--- src/rtl/pes_pkg.sv ---
// pes_pkg: shared types, codes and sizes of the postfix stack evaluator.
// Used by pes_muldiv and postfix_stack_evaluator. No dependencies.
`timescale 1ns / 1ps
`default_nettype none

package pes_pkg;

   localparam int DATA_W      = 32;
   localparam int IMM_W       = 16;
   localparam int KIND_W      = 3;
   localparam int STATUS_W    = 3;
   localparam int STACK_DEPTH = 16;
   localparam int STACK_AW    = $clog2(STACK_DEPTH);
   localparam int COUNT_W     = $clog2(STACK_DEPTH + 1);
   localparam int REQ_DATA_W  = IMM_W + 2 * DATA_W;
   localparam int MD_STEPS    = DATA_W;
   localparam int MD_CNT_W    = $clog2(MD_STEPS);

   // instruction kinds
   localparam logic [KIND_W-1:0] KIND_END   = 3'd0;
   localparam logic [KIND_W-1:0] KIND_VAR   = 3'd1;
   localparam logic [KIND_W-1:0] KIND_SHORT = 3'd2;
   localparam logic [KIND_W-1:0] KIND_OP    = 3'd3;
   localparam logic [KIND_W-1:0] KIND_LONG  = 3'd4;

   // result status codes
   localparam logic [STATUS_W-1:0] STS_OK         = 3'd0;
   localparam logic [STATUS_W-1:0] STS_LEADING_OP = 3'd1;
   localparam logic [STATUS_W-1:0] STS_BAD_OP     = 3'd2;
   localparam logic [STATUS_W-1:0] STS_BAD_KIND   = 3'd3;
   localparam logic [STATUS_W-1:0] STS_OVERFLOW   = 3'd4;
   localparam logic [STATUS_W-1:0] STS_UNDERFLOW  = 3'd5;
   localparam logic [STATUS_W-1:0] STS_DIV_ZERO   = 3'd6;

   // operator codes (ASCII)
   localparam logic [IMM_W-1:0] OP_ADD = 16'h002B;
   localparam logic [IMM_W-1:0] OP_SUB = 16'h002D;
   localparam logic [IMM_W-1:0] OP_MUL = 16'h002A;
   localparam logic [IMM_W-1:0] OP_DIV = 16'h002F;
   localparam logic [IMM_W-1:0] OP_AND = 16'h0026;
   localparam logic [IMM_W-1:0] OP_OR  = 16'h007C;
   localparam logic [IMM_W-1:0] OP_XOR = 16'h005E;
   localparam logic [IMM_W-1:0] OP_MOD = 16'h0025;

   typedef enum logic [1:0] {
      S_IDLE,
      S_EXEC,
      S_WAIT
   } pes_state_type;

   typedef enum logic [1:0] {
      MD_MUL,
      MD_DIV,
      MD_MOD
   } md_op_type;

   typedef struct packed {
      logic              start;
      md_op_type         op;
      logic [DATA_W-1:0] a;
      logic [DATA_W-1:0] b;
   } md_req_type;

   typedef struct packed {
      logic              done;
      logic [DATA_W-1:0] result;
   } md_rsp_type;

   function automatic logic known_op(input logic [IMM_W-1:0] code);
      return code == OP_ADD || code == OP_SUB || code == OP_MUL || code == OP_DIV ||
             code == OP_AND || code == OP_OR  || code == OP_XOR || code == OP_MOD;
   endfunction

endpackage

`default_nettype wire

--- src/rtl/pes_ram.sv ---
// pes_ram: generic single-write, single-read RAM with registered read data.
// Holds the operand stack. No dependencies.
`timescale 1ns / 1ps
`default_nettype none

module pes_ram #(
   parameter int WIDTH = 32,
   parameter int DEPTH = 16
) (
   input  wire logic                     clock,
   input  wire logic                     wr_en,
   input  wire logic [$clog2(DEPTH)-1:0] wr_addr,
   input  wire logic [WIDTH-1:0]         wr_data,
   input  wire logic                     rd_en,
   input  wire logic [$clog2(DEPTH)-1:0] rd_addr,
   output      logic [WIDTH-1:0]         rd_data
);

   logic [WIDTH-1:0] mem_ff [DEPTH];
   logic [WIDTH-1:0] rd_data_ff;

   always_ff @(posedge clock) begin
      if (wr_en) begin
         mem_ff[wr_addr] <= wr_data;
      end
      if (rd_en) begin
         rd_data_ff <= mem_ff[rd_addr];
      end
   end

   assign rd_data = rd_data_ff;

endmodule

`default_nettype wire

--- src/rtl/pes_muldiv.sv ---
// pes_muldiv: iterative multiply / divide / modulo unit, one bit per cycle
// over a single shared 34-bit adder. Depends on pes_pkg.
`timescale 1ns / 1ps
`default_nettype none

module pes_muldiv (
   input  wire logic               clock,
   input  wire logic               reset,
   input  wire pes_pkg::md_req_type md_req,
   output      pes_pkg::md_rsp_type md_rsp
);

   localparam int DW = pes_pkg::DATA_W;

   // acc: product or partial remainder; sh: multiplicand or quotient;
   // opb: multiplier or divisor
   logic [DW-1:0]                acc_ff, acc_in;
   logic [DW-1:0]                sh_ff, sh_in;
   logic [DW-1:0]                opb_ff, opb_in;
   logic [pes_pkg::MD_CNT_W-1:0] cnt_ff, cnt_in;
   logic                         busy_ff, busy_in;
   logic                         done_ff, done_in;
   pes_pkg::md_op_type           op_ff, op_in;

   logic [DW:0]   shifted;
   logic [DW+1:0] add_a, add_b, sum;
   logic          add_sub;
   logic          no_borrow;

   always_comb begin
      shifted = {acc_ff, sh_ff[DW-1]};
      if (op_ff == pes_pkg::MD_MUL) begin
         add_a   = {2'b00, acc_ff};
         add_b   = {2'b00, sh_ff};
         add_sub = 1'b0;
      end else begin
         add_a   = {1'b0, shifted};
         add_b   = {2'b00, opb_ff};
         add_sub = 1'b1;
      end
      sum       = add_a + (add_sub ? ~add_b : add_b) + {{(DW+1){1'b0}}, add_sub};
      // top bit set means the trial subtraction went negative
      no_borrow = ~sum[DW+1];
   end

   always_comb begin
      acc_in  = acc_ff;
      sh_in   = sh_ff;
      opb_in  = opb_ff;
      cnt_in  = cnt_ff;
      busy_in = busy_ff;
      done_in = 1'b0;
      op_in   = op_ff;
      if (md_req.start) begin
         acc_in  = '0;
         sh_in   = md_req.a;
         opb_in  = md_req.b;
         op_in   = md_req.op;
         cnt_in  = '0;
         busy_in = 1'b1;
      end else if (busy_ff) begin
         case (op_ff)
            pes_pkg::MD_MUL: begin
               if (opb_ff[0]) begin
                  acc_in = sum[DW-1:0];
               end
               sh_in  = {sh_ff[DW-2:0], 1'b0};
               opb_in = {1'b0, opb_ff[DW-1:1]};
            end
            default: begin
               // restoring division step
               acc_in = no_borrow ? sum[DW-1:0] : shifted[DW-1:0];
               sh_in  = {sh_ff[DW-2:0], no_borrow};
            end
         endcase
         cnt_in = cnt_ff + 1'b1;
         if (cnt_ff == pes_pkg::MD_CNT_W'(pes_pkg::MD_STEPS - 1)) begin
            busy_in = 1'b0;
            done_in = 1'b1;
         end
      end
   end

   always_ff @(posedge clock) begin
      if (reset) begin
         busy_ff <= 1'b0;
         done_ff <= 1'b0;
         cnt_ff  <= '0;
         op_ff   <= pes_pkg::MD_MUL;
      end else begin
         busy_ff <= busy_in;
         done_ff <= done_in;
         cnt_ff  <= cnt_in;
         op_ff   <= op_in;
      end
   end

   always_ff @(posedge clock) begin
      acc_ff <= acc_in;
      sh_ff  <= sh_in;
      opb_ff <= opb_in;
   end

   assign md_rsp.done   = done_ff;
   assign md_rsp.result = (op_ff == pes_pkg::MD_DIV) ? sh_ff : acc_ff;

endmodule

`default_nettype wire

--- src/rtl/postfix_stack_evaluator.sv ---
// postfix_stack_evaluator: top level; sequencer, accumulator, stack control.
// Depends on pes_pkg, pes_ram and pes_muldiv.
//
//   channel | dir | tdata                                   | tuser
//   req     | in  | imm[15:0] long_value[47:16] var_value[79:48] | kind[2:0]
//   rsp     | out | value[31:0]                             | status[2:0]
//
// Operands, end markers, bad kinds and ignored items are handled in the idle state.
// + - & | ^ pass through the execute state: the stack RAM read is registered.
// * / % pass through the execute and wait states: 32 steps of the shared shift-add / restoring divider.
// Synchronous active-high reset clears control state; the stack needs no clear.
// req_tready is low while an operator runs, and while a result waits unless
// it is taken in the same cycle.
`timescale 1ns / 1ps
`default_nettype none

module postfix_stack_evaluator (
   input  wire logic        clock,
   input  wire logic        reset,
   input  wire logic        req_tvalid,
   output      logic        req_tready,
   input  wire logic [79:0] req_tdata,   // imm[15:0], long_value[47:16], var_value[79:48]
   input  wire logic [2:0]  req_tuser,   // kind[2:0]
   output      logic        rsp_tvalid,
   input  wire logic        rsp_tready,
   output      logic [31:0] rsp_tdata,   // value[31:0]
   output      logic [2:0]  rsp_tuser    // status[2:0]
);

   localparam int DW = pes_pkg::DATA_W;
   localparam int CW = pes_pkg::COUNT_W;
   localparam int AW = pes_pkg::STACK_AW;

   pes_pkg::pes_state_type state_ff, state_in;

   logic [DW-1:0]                  acc_ff, acc_in;
   logic [CW-1:0]                  count_ff, count_in;
   logic                           started_ff, started_in;
   logic [pes_pkg::STATUS_W-1:0]   err_ff, err_in;
   logic [pes_pkg::IMM_W-1:0]      op_ff, op_in;
   logic                           rsp_valid_ff, rsp_valid_in;
   logic [DW-1:0]                  rsp_value_ff, rsp_value_in;
   logic [pes_pkg::STATUS_W-1:0]   rsp_status_ff, rsp_status_in;

   logic [pes_pkg::KIND_W-1:0] req_kind;
   logic [pes_pkg::IMM_W-1:0]  req_imm;
   logic [DW-1:0]              req_long;
   logic [DW-1:0]              req_var;
   logic                       accept;
   logic                       is_operand;
   logic [DW-1:0]              operand;
   logic                       op_go;
   logic                       divmod;
   logic [CW-1:0]              count_dec;

   logic          ram_wr_en;
   logic          ram_rd_en;
   logic [DW-1:0] ram_rd_data;

   pes_pkg::md_req_type md_req;
   pes_pkg::md_rsp_type md_rsp;

   assign req_kind  = req_tuser;
   assign req_imm   = req_tdata[15:0];
   assign req_long  = req_tdata[47:16];
   assign req_var   = req_tdata[79:48];
   assign accept    = req_tvalid && req_tready;
   assign count_dec = count_ff - 1'b1;
   assign divmod    = (req_imm == pes_pkg::OP_DIV) || (req_imm == pes_pkg::OP_MOD);

   always_comb begin
      is_operand = 1'b1;
      operand    = req_var;
      case (req_kind) inside
         pes_pkg::KIND_VAR:   operand = req_var;
         pes_pkg::KIND_SHORT: operand = {{(DW - pes_pkg::IMM_W){1'b0}}, req_imm};
         pes_pkg::KIND_LONG:  operand = req_long;
         default:             is_operand = 1'b0;
      endcase
   end

   // an operator that passes every check and goes on to read the stack
   assign op_go = (req_kind == pes_pkg::KIND_OP) && (err_ff == pes_pkg::STS_OK) &&
                  started_ff && pes_pkg::known_op(req_imm) && (count_ff != '0) &&
                  !(divmod && (acc_ff == '0));

   // next state
   always_comb begin
      state_in = state_ff;
      unique case (state_ff)
         pes_pkg::S_IDLE: begin
            if (accept && op_go) begin
               state_in = pes_pkg::S_EXEC;
            end
         end
         pes_pkg::S_EXEC: begin
            case (op_ff) inside
               pes_pkg::OP_MUL, pes_pkg::OP_DIV, pes_pkg::OP_MOD: state_in = pes_pkg::S_WAIT;
               default: state_in = pes_pkg::S_IDLE;
            endcase
         end
         pes_pkg::S_WAIT: begin
            if (md_rsp.done) begin
               state_in = pes_pkg::S_IDLE;
            end
         end
         default: state_in = pes_pkg::S_IDLE;
      endcase
   end

   // state machine outputs
   always_comb begin
      req_tready   = 1'b0;
      ram_rd_en    = 1'b0;
      md_req.start = 1'b0;
      md_req.op    = pes_pkg::MD_MUL;
      md_req.a     = ram_rd_data;
      md_req.b     = acc_ff;
      unique case (state_ff)
         pes_pkg::S_IDLE: begin
            req_tready = !rsp_valid_ff || rsp_tready;
            ram_rd_en  = accept && op_go;
         end
         pes_pkg::S_EXEC: begin
            case (op_ff)
               pes_pkg::OP_MUL: begin
                  md_req.start = 1'b1;
                  md_req.op    = pes_pkg::MD_MUL;
               end
               pes_pkg::OP_DIV: begin
                  md_req.start = 1'b1;
                  md_req.op    = pes_pkg::MD_DIV;
               end
               pes_pkg::OP_MOD: begin
                  md_req.start = 1'b1;
                  md_req.op    = pes_pkg::MD_MOD;
               end
               default: md_req.start = 1'b0;
            endcase
         end
         pes_pkg::S_WAIT: begin
            req_tready = 1'b0;
         end
         default: req_tready = 1'b0;
      endcase
   end

   // datapath
   always_comb begin
      acc_in        = acc_ff;
      count_in      = count_ff;
      started_in    = started_ff;
      err_in        = err_ff;
      op_in         = op_ff;
      rsp_valid_in  = rsp_valid_ff && !rsp_tready;
      rsp_value_in  = rsp_value_ff;
      rsp_status_in = rsp_status_ff;
      ram_wr_en     = 1'b0;

      case (state_ff)
         pes_pkg::S_IDLE: begin
            if (accept) begin
               if (req_kind == pes_pkg::KIND_END) begin
                  rsp_valid_in  = 1'b1;
                  rsp_value_in  = (err_ff != pes_pkg::STS_OK) ? '0 : acc_ff;
                  rsp_status_in = err_ff;
                  acc_in        = '0;
                  count_in      = '0;
                  started_in    = 1'b0;
                  err_in        = pes_pkg::STS_OK;
               end else if (err_ff == pes_pkg::STS_OK) begin
                  if (is_operand) begin
                     if (!started_ff) begin
                        acc_in     = operand;
                        started_in = 1'b1;
                     end else if (count_ff >= CW'(pes_pkg::STACK_DEPTH)) begin
                        err_in = pes_pkg::STS_OVERFLOW;
                     end else begin
                        ram_wr_en = 1'b1;
                        count_in  = count_ff + 1'b1;
                        acc_in    = operand;
                     end
                  end else if (req_kind == pes_pkg::KIND_OP) begin
                     if (!started_ff) begin
                        err_in = pes_pkg::STS_LEADING_OP;
                     end else if (!pes_pkg::known_op(req_imm)) begin
                        err_in = pes_pkg::STS_BAD_OP;
                     end else if (count_ff == '0) begin
                        err_in = pes_pkg::STS_UNDERFLOW;
                     end else if (divmod && (acc_ff == '0)) begin
                        err_in = pes_pkg::STS_DIV_ZERO;
                     end else begin
                        count_in = count_dec;
                        op_in    = req_imm;
                     end
                  end else begin
                     err_in = pes_pkg::STS_BAD_KIND;
                  end
               end
            end
         end
         pes_pkg::S_EXEC: begin
            case (op_ff)
               pes_pkg::OP_ADD: acc_in = ram_rd_data + acc_ff;
               pes_pkg::OP_SUB: acc_in = ram_rd_data - acc_ff;
               pes_pkg::OP_AND: acc_in = ram_rd_data & acc_ff;
               pes_pkg::OP_OR:  acc_in = ram_rd_data | acc_ff;
               pes_pkg::OP_XOR: acc_in = ram_rd_data ^ acc_ff;
               default:         acc_in = acc_ff;
            endcase
         end
         pes_pkg::S_WAIT: begin
            if (md_rsp.done) begin
               acc_in = md_rsp.result;
            end
         end
         default: acc_in = acc_ff;
      endcase
   end

   always_ff @(posedge clock) begin
      if (reset) begin
         state_ff     <= pes_pkg::S_IDLE;
         acc_ff       <= '0;
         count_ff     <= '0;
         started_ff   <= 1'b0;
         err_ff       <= pes_pkg::STS_OK;
         rsp_valid_ff <= 1'b0;
      end else begin
         state_ff     <= state_in;
         acc_ff       <= acc_in;
         count_ff     <= count_in;
         started_ff   <= started_in;
         err_ff       <= err_in;
         rsp_valid_ff <= rsp_valid_in;
      end
   end

   always_ff @(posedge clock) begin
      op_ff         <= op_in;
      rsp_value_ff  <= rsp_value_in;
      rsp_status_ff <= rsp_status_in;
   end

   pes_ram #(
      .WIDTH(DW),
      .DEPTH(pes_pkg::STACK_DEPTH)
   ) u_stack (
      .clock  (clock),
      .wr_en  (ram_wr_en),
      .wr_addr(count_ff[AW-1:0]),
      .wr_data(acc_ff),
      .rd_en  (ram_rd_en),
      .rd_addr(count_dec[AW-1:0]),
      .rd_data(ram_rd_data)
   );

   pes_muldiv u_muldiv (
      .clock (clock),
      .reset (reset),
      .md_req(md_req),
      .md_rsp(md_rsp)
   );

   assign rsp_tvalid = rsp_valid_ff;
   assign rsp_tdata  = rsp_value_ff;
   assign rsp_tuser  = rsp_status_ff;

   // checks
   a_ready_idle: assert property (@(posedge clock) disable iff (reset)
      req_tready |-> state_ff == pes_pkg::S_IDLE)
      else $error("input taken while an operator runs");

   a_count_range: assert property (@(posedge clock) disable iff (reset)
      count_ff <= CW'(pes_pkg::STACK_DEPTH))
      else $error("stack count beyond depth");

   a_err_value: assert property (@(posedge clock) disable iff (reset)
      rsp_tvalid && rsp_tuser != pes_pkg::STS_OK |-> rsp_tdata == '0)
      else $error("error result carries nonzero value");

   a_done_wait: assert property (@(posedge clock) disable iff (reset)
      md_rsp.done |-> state_ff == pes_pkg::S_WAIT)
      else $error("multiply/divide finished outside wait state");

   a_start_exec: assert property (@(posedge clock) disable iff (reset)
      md_req.start |=> state_ff == pes_pkg::S_WAIT)
      else $error("multiply/divide started without wait");

endmodule

`default_nettype wire
--- config.mk ---
export PLATFORM = sky130hd
export DESIGN_NAME = postfix_stack_evaluator
export DESIGN_NICKNAME = d
export VERILOG_FILES = /design/src/rtl/pes_pkg.sv /design/src/rtl/pes_ram.sv /design/src/rtl/pes_muldiv.sv /design/src/rtl/postfix_stack_evaluator.sv
export SDC_FILE = /design/constraint.sdc
export NUM_CORES = 1
export LEC_CHECK = 0
export ABC_AREA = 1
export BUFFER_PORTS_ARGS = -buffer_cell sky130_fd_sc_hd__buf_2
export CAP_MARGIN = 0
export CORE_MARGIN = 2
export CORE_UTILIZATION = 55
export DETAILED_ROUTE_END_ITERATION = 12
export GPL_ROUTABILITY_DRIVEN = 0
export MAX_ROUTING_LAYER = met4
export PLACE_DENSITY_LB_ADDON = 0.25
export SYNTH_ARGS = -nofsm -noshare
export SYNTH_HDL_FRONTEND = slang
export SYNTH_HIERARCHICAL = 1
export SYNTH_SLANG_ARGS = --single-unit
--- constraint.sdc ---
create_clock -name clock -period 10.83 [get_ports clock]
set_input_delay 2.166 -clock clock [delete_from_list [all_inputs] [get_ports clock]]
set_output_delay 2.166 -clock clock [all_outputs]
set_load 0.02 [all_outputs]
* After elaboration in Yosys (flattened, before gate mapping) *
Memory sizes are Yosys's and may differ from the RTL's. A register that Yosys moved wholly into a read port is not among the register bits.
Index checks and enable logic that the tools add are counted.

cells by class
  equal/unequal tests = 39
  muxes and demuxes = 77
  $add $sub $neg = 7
  reductions and logical operators = 48
  magnitude comparators = 1
  bitwise gates (word level) = 10

operators by type and width
  operator               number
  $mux W32               20
  $eq A16 B6 Y1 const B  12
  $pmux W32 S5           1
  $pmux W32 S3           1
  $eq A16 B7 Y1 const B  4
  $mux W5                10
  $add A33 B34 Y34       1
  $add A34 B1 Y34        1
  $mux W34               1
  $not A32 Y34           1
  $mux W3                11
  $mux W33               1
  $add A32 B32 Y32       1
  $and A32 B32 Y32       1
  $logic_not A32 Y1      1
  $or A32 B32 Y32        1
  $sub A32 B32 Y32       1
  $xor A32 B32 Y32       1
  $mux W1                27
  $reduce_and A10 Y1     2
  $ne A3 B3 Y1 const B   4
  $reduce_bool A3 Y1     4
  $add A5 B1 Y5 const B  2
  $logic_and A1 B1 Y1    9
  33 further kinds       64

storage, ports and cells
  output and inout port bits = 37
  RAM bits = 512
  memories = 1
  word-level logic and storage cells = 199
  flip-flop bits (word level) = 200
  bits of input ports = 87

memories
  name            depth  bits a word  read ports  clocked after memory_dff  wr ports  RTL line       RTL
  u_stack.mem_ff  16     32           1           1                         1         pes_ram.sv:19  logic [WIDTH-1:0] mem_ff [DEPTH];

* Longest topological paths before layout *
Gate-level depths: netlist (run 1).

  depth in word-level cells = 14
  mapped depth = 27
  gate-level depth less buffers = 25

* Hierarchy *
Netlist (run 1), hierarchy kept.

by module, submodules not included
  module                   area an instance (um^2)  seq. area each (um^2)  cells an instance  instances
  pes_ram                  23050.9                  16335.7                2120               1
  postfix_stack_evaluator  10346.2                  2412.3                 1659               1
  pes_muldiv               7410.9                   2742.6                 1082               1

* Least setup slack after synthesis (run 1) *
OpenSTA, ideal clock, no wires.

  path type = input-to-reg
  start point = in req_tdata[13]
  end point = reg u_stack.rd_data_ff[0] (netlist: u_stack/rd_data[0]), read port of u_stack.mem_ff (enable)
  slack = 5265 ps
  stages = 7
  buffers on the path = 0
  arrival = 5104 ps
  data required time = 10369 ps
  library setup time = 461 ps
  cells stage by stage = nor2_1 -> nand4_1 -> nor3_1 -> nand3_1 -> nand3_1 -> nand3_1 -> nor3_1

between the ends
  word-level cells in the longest chain between the ends = 13
  elaborated cells on any way between the ends = 23
  those cells by class = eq/ne: 8; mux: 1; reduce/logical: 14

ends and longest elaborated chain
  what                              RTL line                        RTL
  from (decl)                       postfix_stack_evaluator.sv:22   input wire logic [79:0] req_tdata,
  $eq A16 B6 Y1                     pes_pkg.sv:70                   return code == OP_ADD || code == OP_SUB || code == OP_MUL || code == OP_DIV ||
  $logic_or A1 B1 Y1 (4 in a row)   pes_pkg.sv:70
  $logic_or A1 B1 Y1 (3 in a row)   pes_pkg.sv:71                   code == OP_AND || code == OP_OR || code == OP_XOR || code == OP_MOD;
  $logic_and A1 B1 Y1 (2 in a row)  postfix_stack_evaluator.sv:84   started_ff && pes_pkg::known_op(req_imm) && (count_ff != '0) &&
  $logic_and A1 B1 Y1 *             postfix_stack_evaluator.sv:84
  $logic_and A1 B1 Y1 *             postfix_stack_evaluator.sv:122  ram_rd_en = accept && op_go;
  $mux W1 *                         postfix_stack_evaluator.sv:119  unique case (state_ff)
  net ram_rd_en                     postfix_stack_evaluator.sv:57   logic ram_rd_en;
  to (decl)                         pes_ram.sv:20                   logic [WIDTH-1:0] rd_data_ff;

The timed path passes the listed nets; every way through them passes the cells marked *.
A chain may end at the register's enable or synchronous reset.

* Final worst setup path (run 1) *
  start point = reg u_muldiv.op_ff[0]
  end point = reg u_muldiv.acc_ff[16]

between the ends
  word-level cells in the longest chain between the ends = 8
  elaborated cells on any way between the ends = 13
  those cells by class = add/sub: 2; eq/ne: 1; mux: 7; bitwise: 1; reduce/logical: 2

ends and longest elaborated chain
  what                                RTL line                            RTL
  from (decl)                         pes_muldiv.sv:23                    pes_pkg::md_op_type op_ff, op_in;
  from (signal assigned)              pes_muldiv.sv:89                    op_ff <= pes_pkg::MD_MUL;
  from (signal assigned)              pes_muldiv.sv:94                    op_ff <= op_in;
  $logic_not A2 Y1 *                  pes_muldiv.sv:32, pes_muldiv.sv:62
  $mux W32                            pes_muldiv.sv:32                    if (op_ff == pes_pkg::MD_MUL) begin
  $not A32 Y34                        pes_muldiv.sv:41                    sum = add_a + (add_sub ? ~add_b : add_b) + {{(DW+1){1'b0}}, add_sub};
  $mux W34                            pes_muldiv.sv:41
  $add A33 B34 Y34                    pes_muldiv.sv:41
  $add A34 B1 Y34                     pes_muldiv.sv:41
  $mux W32, on equally long branches  pes_muldiv.sv:72, pes_muldiv.sv:64
  $mux W32                            pes_muldiv.sv:62                    case (op_ff)
  to (signal assigned)                pes_muldiv.sv:99                    acc_ff <= acc_in;
  to (decl)                           pes_muldiv.sv:17                    logic [DW-1:0] acc_ff, acc_in;

Every way passes the cells marked *; elsewhere a longest branch is shown, timed or not. The select of a mux whose other input is x is not followed.

==> run metrics, run 1 <==
outcome complete, no violations; area grow syn2layout 8.93%; R2R Setup Slk approximately 4.7 ns; Relative slew margins 0.151; post-synthesis cell count about 4900; residual DRC count 0; share of cells above drive strength 1 0.0763; WL final 120 mm; drt pass-1 iters 6; CP delay by family, top buffers and inverters; most common cell after layout, fill and taps aside nand2_1; Worst Path Required ~11 ns; Post-CTS Resized 0; final core utilization 0.607; clock buffer depth 3; largest net degree at the start of global routing 140; initial core utilization 0.557; distinct cell type count after synthesis 60; worst skew pair latency 0.65 ns; Hold Path End rsp_tuser[1]; Worst Clk Skew 0.0308 ns; GRT Residual Overflow 0; sequential share of the synthesized area 0.527; row count between 90 and 100; TritonCTS clock tree done; Post-Syn Area per Cell 8.39 um^2; Tot GR Track Use 0.318; number of CTS-inserted buffers around 80; die width between 200 and 300 um; Hold Path Depth 0; Multi-input gate area ~16000 um^2; ys flop type edfxtp_1; DPL Wire Length approximately 80 mm; setup repair bufs after CTS 0; Vias/cell roughly 5.7; asr flop ratio synth 0; worst min path class reg -> reg; Worst Max-Slew Pin Slew 1.27 ns; syn_nets roughly 5100; CTS Root Cell clkbuf_16; Hold Path Origin err_ff[1]; Fin. Hold Viols 0; CP Max Fanout around 120; cells along the critical path nor2_4, buf_4, o21ai_0, ha_1, a21oi_1, o21ai_0, a21oi_1, nor2_1, nor2_1, nand2_2, nand2_1, nand2_1, nand2_1, nand2_1, ha_1, nand2_1, clkinv_1, o21ai_0, a21oi_1; number of DRC markers in iteration 0 between 4000 and 5000; Tcrit/Tclk final 0.570; Fillers a little over 6000; vias ~34000; reg2reg start u_muldiv/op_ff[0]; critical path's slowest cell clkinv_1; IO Pins roughly 120; max-cap violations 0; RSZ-0062 raised after global routing false; Worst setup EP type flip-flop; Hold Buf Count CTS 0; fmax roughly 160 MHz; maximum vdd drop roughly 0.2 mV; vias in the first global route ~31000; Final TNS setup 0 ns; first-pass GRT wire length 181 mm; Slew Limit Fails 0; routed length per instance ~20 um; FF-to-FF path depth 19; EDFF count, synth about 660; die area ~76000 um^2; synthesized cell area between 40000 and 50000 um^2; # port buffers approximately 120; H-tree depth 3; most frequent cells in the layout nand2_1 (1551), inv_1 (700), edfxtp_1 (659); antenna-violating nets left 0; clk sinks 744; Worst-path clk slew ~0.060 ns; initial antenna violation count 1; crit path DAT about 6.7 ns; number of nets in the layout ~5100; Max stage delay on crit path ~1.2 ns; synthesis-stage register bit count 744; PD cells 206 nW/um^2; die height about 280 um; Crit path buffers/inverters 2; worst r2r dst u_muldiv/acc_ff[16]; Critical Path Start Type flip-flop; Reg area around 21000 um^2; core area between 70000 and 80000 um^2; critical path type reg -> reg; most used cell, CP nand2_1; yosys synthesis warning count 6; P_leak about 20 nW; crit path time final between 6 and 7 ns; setup violators final 0
[stage by stage]
step / cell area, um^2 / setup WS [ns] / std cells / hold WS (ns) / power (mW)
after floorplan: 40800 / 5.27 / 4861 / 0.422 / 5.60
after global placement: 42000 / 4.59 / 5781 / 0.440 / 6.48
after detailed placement: 42000 / 4.61 / 5781 / 0.438 / 6.52
after CTS: 44400 / 4.80 / 5916 / 0.452 / 9.11
after global routing: 44500 / 4.15 / 5917 / 0.474 / 9.61
final: 44500 / 4.66 / 5917 / 0.453 / 9.18
[how the worst max path moves through the flow]
| stage | to | startpoint | slack (ns) | cells past startpoint |
|---|---|---|---|---|
| global placement | u_stack/mem_ff[4][18] | req_tuser[0] | 4.59 | 8 |
| floorplan | u_stack/rd_data[0] | req_tdata[13] | 5.27 | 7 |
| detailed placement | u_stack/mem_ff[14][27] | req_tuser[0] | 4.61 | 8 |
| CTS | u_muldiv/acc_ff[16] | u_muldiv/op_ff[0] | 4.80 | 20 |
| finish | u_muldiv/acc_ff[16] | u_muldiv/op_ff[0] | 4.66 | 19 |
| global route | u_muldiv/acc_ff[17] | u_muldiv/op_ff[0] | 4.15 | 20 |
[Yosys cell counts (all sizes together) (9+ instances only)]
master	n	area, um^2
xor2	46	403
a21o	11	82.6
dfxtp	85	1700
buf	127	863
ha	136	1700
nor2	298	1150
o22ai	15	93.8
nand3	510	2580
a21oi	198	1130
nand2	1566	5920
clkbuf	81	304
o21ai	268	1350
o2111ai	17	155
xnor2	9	78.8
nand4	19	119
inv	715	2690
edfxtp	659	19800
o21bai	10	90.1
nor3	39	195
[kinds of logic (layout without fill, tap and decap cells)]
| logic type | Yosys count | in the layout | synth area share |
|---|---|---|---|
| simple gates | 2450 | 2450 | 0.247 |
| flops | 744 | 744 | 0.527 |
| xor+xnor | 55 | 55 | 0.0118 |
| fa+ha+maj | 138 | 138 | 0.0427 |
| other cells | 0 | 1 | 0 |
| compound gates | 546 | 546 | 0.0763 |
| mux | 1 | 1 | 0.000276 |
| buf+inv | 927 | 1023 | 0.0949 |
[cell type report]
type,instances,area share
diodes,1,0.0000563
clock buffers,107,0.0477
clock inverters,28,0.00760
inverters,719,0.0612
multi-input cells,3190,0.351
flip-flops and latches,744,0.483
well taps,959,0.0270
repair buffers,169,0.0216
[routing by layer]
metal	share of wire	wire length (um)	GRT usage	up-vias
met1	0.40	47800	0.426	15602
met5	0	0	-	-
met2	0.44	53100	0.474	1857
li1	-	-	-	15874
met4	0.043	5130	0.130	0
met3	0.12	14100	0.0652	247
[power by group]
| part | total, mW | internal, mW | switching [mW] |
|---|---|---|---|
| registers | 3.56 | 3.38 | 0.188 |
| clock network | 2.60 | 1.48 | 1.13 |
| logic | 3.01 | 0.876 | 2.14 |
[registers in the layout, indices dropped and copies added, names as in the netlist, 5 cells and up]
| name | cells |
|---|---|
| u_muldiv/sh_ff | 32 |
| u_muldiv/cnt_ff | 5 |
| count_ff | 5 |
| op_ff | 16 |
| u_stack/mem_ff | 512 |
| acc_ff | 32 |
| u_muldiv/opb_ff | 32 |
| u_muldiv/acc_ff | 32 |
| rsp_tdata | 32 |
| u_stack/rd_data | 32 |
Note: power is estimated with default switching activity, not from simulation.
==> run 2, diff against run 1 <==
clock period = 6.25 ns   (was 10.83 ns; I/O delays follow)
==> run 2 against run 1 <==
Clock power up 76%; setup slack worse by 3.1 ns; power up 74%; global-route usage up 0.27 points; maximum frequency up 32%; non-clock buffer count up 18; hold slack better by 0.014 ns; highest routed layer unchanged; sequential power up 72%.
==> run metrics, run 2 (same netlist as run 1, synthesis figures left out) <==
DPL Wire Length 79.4 mm (-1.1%); placed insts 5799 (+0.31%); drt pass-1 iters 6 (unchanged); outcome complete, no violations; CTS Root Cell clkbuf_16; number of nets in the layout 5145 (+0.35%); crit path time final 4.69 ns (-1.48 ns); IO Pins 124 (unchanged); die height 276 um (unchanged); final non-filler cell total 5941 (+0.41%); maximum vdd drop 0.279 mV (+42%); Worst-path clk slew 0.06 ns (about the same); initial antenna violation count 2 (+1); worst min path class reg -> reg; TritonCTS clock tree done; number of CTS-inserted buffers 78 (unchanged); Critical Path Start Type flip-flop; hold slack 0.466 ns (+0.0135 ns); clock buffer depth 3 (unchanged); fmax 213 MHz (+32%); CP Max Fanout 38 (-68%); Fin. Hold Viols 0 (unchanged); Final TNS setup 0 ns (unchanged); largest net degree at the start of global routing 131 (-6.4%); Worst Max-Slew Pin Slew 1.26 ns (-0.0137 ns); Worst setup EP type flip-flop; Slew Limit Fails 0 (unchanged); RSZ-0062 raised after global routing false; Tcrit/Tclk final 0.750 (+0.180); Post-CTS Resized 0 (unchanged); worst skew pair latency 0.64 ns (about the same); area grow syn2layout 9.42%; Final Cell Area 44700 um^2 (+0.46%); row count 99 (unchanged); critical path type reg -> reg; # port buffers 123 (unchanged); die area 76400 um^2 (unchanged); P_leak 20.1 nW (+0.68%); max reg flops 512 (unchanged); crit path DAT 5.24 ns (-1.41 ns); setup repair bufs after CTS 0 (unchanged); share of cells above drive strength 1 0.0805 (+0.00427); first-pass GRT wire length 183 mm (+1.0%); Relative slew margins 0.160 (+0.00893); Worst Clk Skew 0.0312 ns (+0.000461 ns); Worst Path Required 6.80 ns (-4.51 ns); core area 73200 um^2 (unchanged); WL final 120 mm (about the same); Hold Buf Count CTS 0 (unchanged); die width 276 um (unchanged); H-tree depth 3 (unchanged); Tot GR Track Use 0.321 (+0.00269); clk sinks 744 (unchanged); setup violators final 0 (unchanged); GRT Residual Overflow 0 (unchanged); routed length per instance 20.2 um (-0.36%); PD cells 357 nW/um^2 (+73%); Vias/cell 5.67 (-0.10%); most frequent cells in the layout nand2_1 (1551), inv_1 (701), edfxtp_1 (659); max-cap violations 0 (unchanged); initial core utilization 0.557 (unchanged); number of DRC markers in iteration 0 4044 (-8.5%); antenna-violating nets left 0 (unchanged); Reg with most FFs u_stack/mem_ff; vias in the first global route 31617 (+2.6%); dpl cell area 42200 um^2 (+0.41%); Fillers 6123 (-0.95%); residual DRC count 0 (unchanged); most common cell after layout, fill and taps aside nand2_1; vias 33682 (+0.30%)
-- run 2: metrics by stage --
stage / power (mW) / setup WS, ns / util
CTS: 15.8 / 1.61 / 0.610
global placement: 11.2 / 1.27 / 0.576
floorplan: 9.70 / 1.60 / -
finish: 16.0 / 1.56 / 0.610
detailed placement: 11.3 / 1.16 / 0.576
global route: 16.7 / 1.08 / 0.610
-- run 2: report_power, final --
group	leakage, nW	internal, mW	switching [mW]
registers	6.73	5.85	0.286
logic	12.1	1.52	3.73
clock network	1.22	2.61	1.96
-- run 2: worst paths after layout --
| check | from | endpoint | slack, ns | depth (start not counted) |
|---|---|---|---|---|
| worst max register to register | u_muldiv/op_ff[0] | u_muldiv/acc_ff[14] | 1.56 | 21 |
| worst min-delay path | u_muldiv/cnt_ff[3] | u_muldiv/cnt_ff[3] | 0.47 | 1 |
| worst min register to register | u_muldiv/cnt_ff[3] | u_muldiv/cnt_ff[3] | 0.47 | 1 |
| worst max-delay path | u_muldiv/op_ff[0] | u_muldiv/acc_ff[14] | 1.56 | 21 |
-- run 2: final cells by class --
type                       instances  area [um^2]  share of cell area
antenna                            2         5.00            0.000112
clock buffer                      94         2050              0.0460
clock inverter                    46          433             0.00970
inverter                         719         2720              0.0609
multi-input combinational       3190        15600               0.350
sequential                       744        21500               0.481
tap                              959         1200              0.0269
timing repair buffer             187         1130              0.0254
-- run 2: metal layers --
layer,track usage,vias up,wire (um)
li1,-,15924,-
met1,0.427,15646,48400
met2,0.487,1823,53500
met3,0.0556,289,13000
met4,0.135,0,5290
met5,-,-,0
-- run 2: worst max-delay path, cell delays in order, from the launching register on --
cell and delay [ns]:
dfxtp_1 0.38, nor2_4 0.53, buf_4 0.41, o21ai_0 0.15, ha_1 0.37, a21oi_1 0.28
o21ai_0 0.16, a21oi_1 0.22, nand2_2 0.11, nand2_2 0.08, nand2_2 0.06, nand2_1 0.08
nand2_1 0.07, nand2_1 0.06, nand2_1 0.05, ha_1 0.26, nand2_1 0.09, clkinv_1 0.41
buf_4 0.40, a21oi_1 0.17, o21ai_0 0.12, a21oi_1 0.12
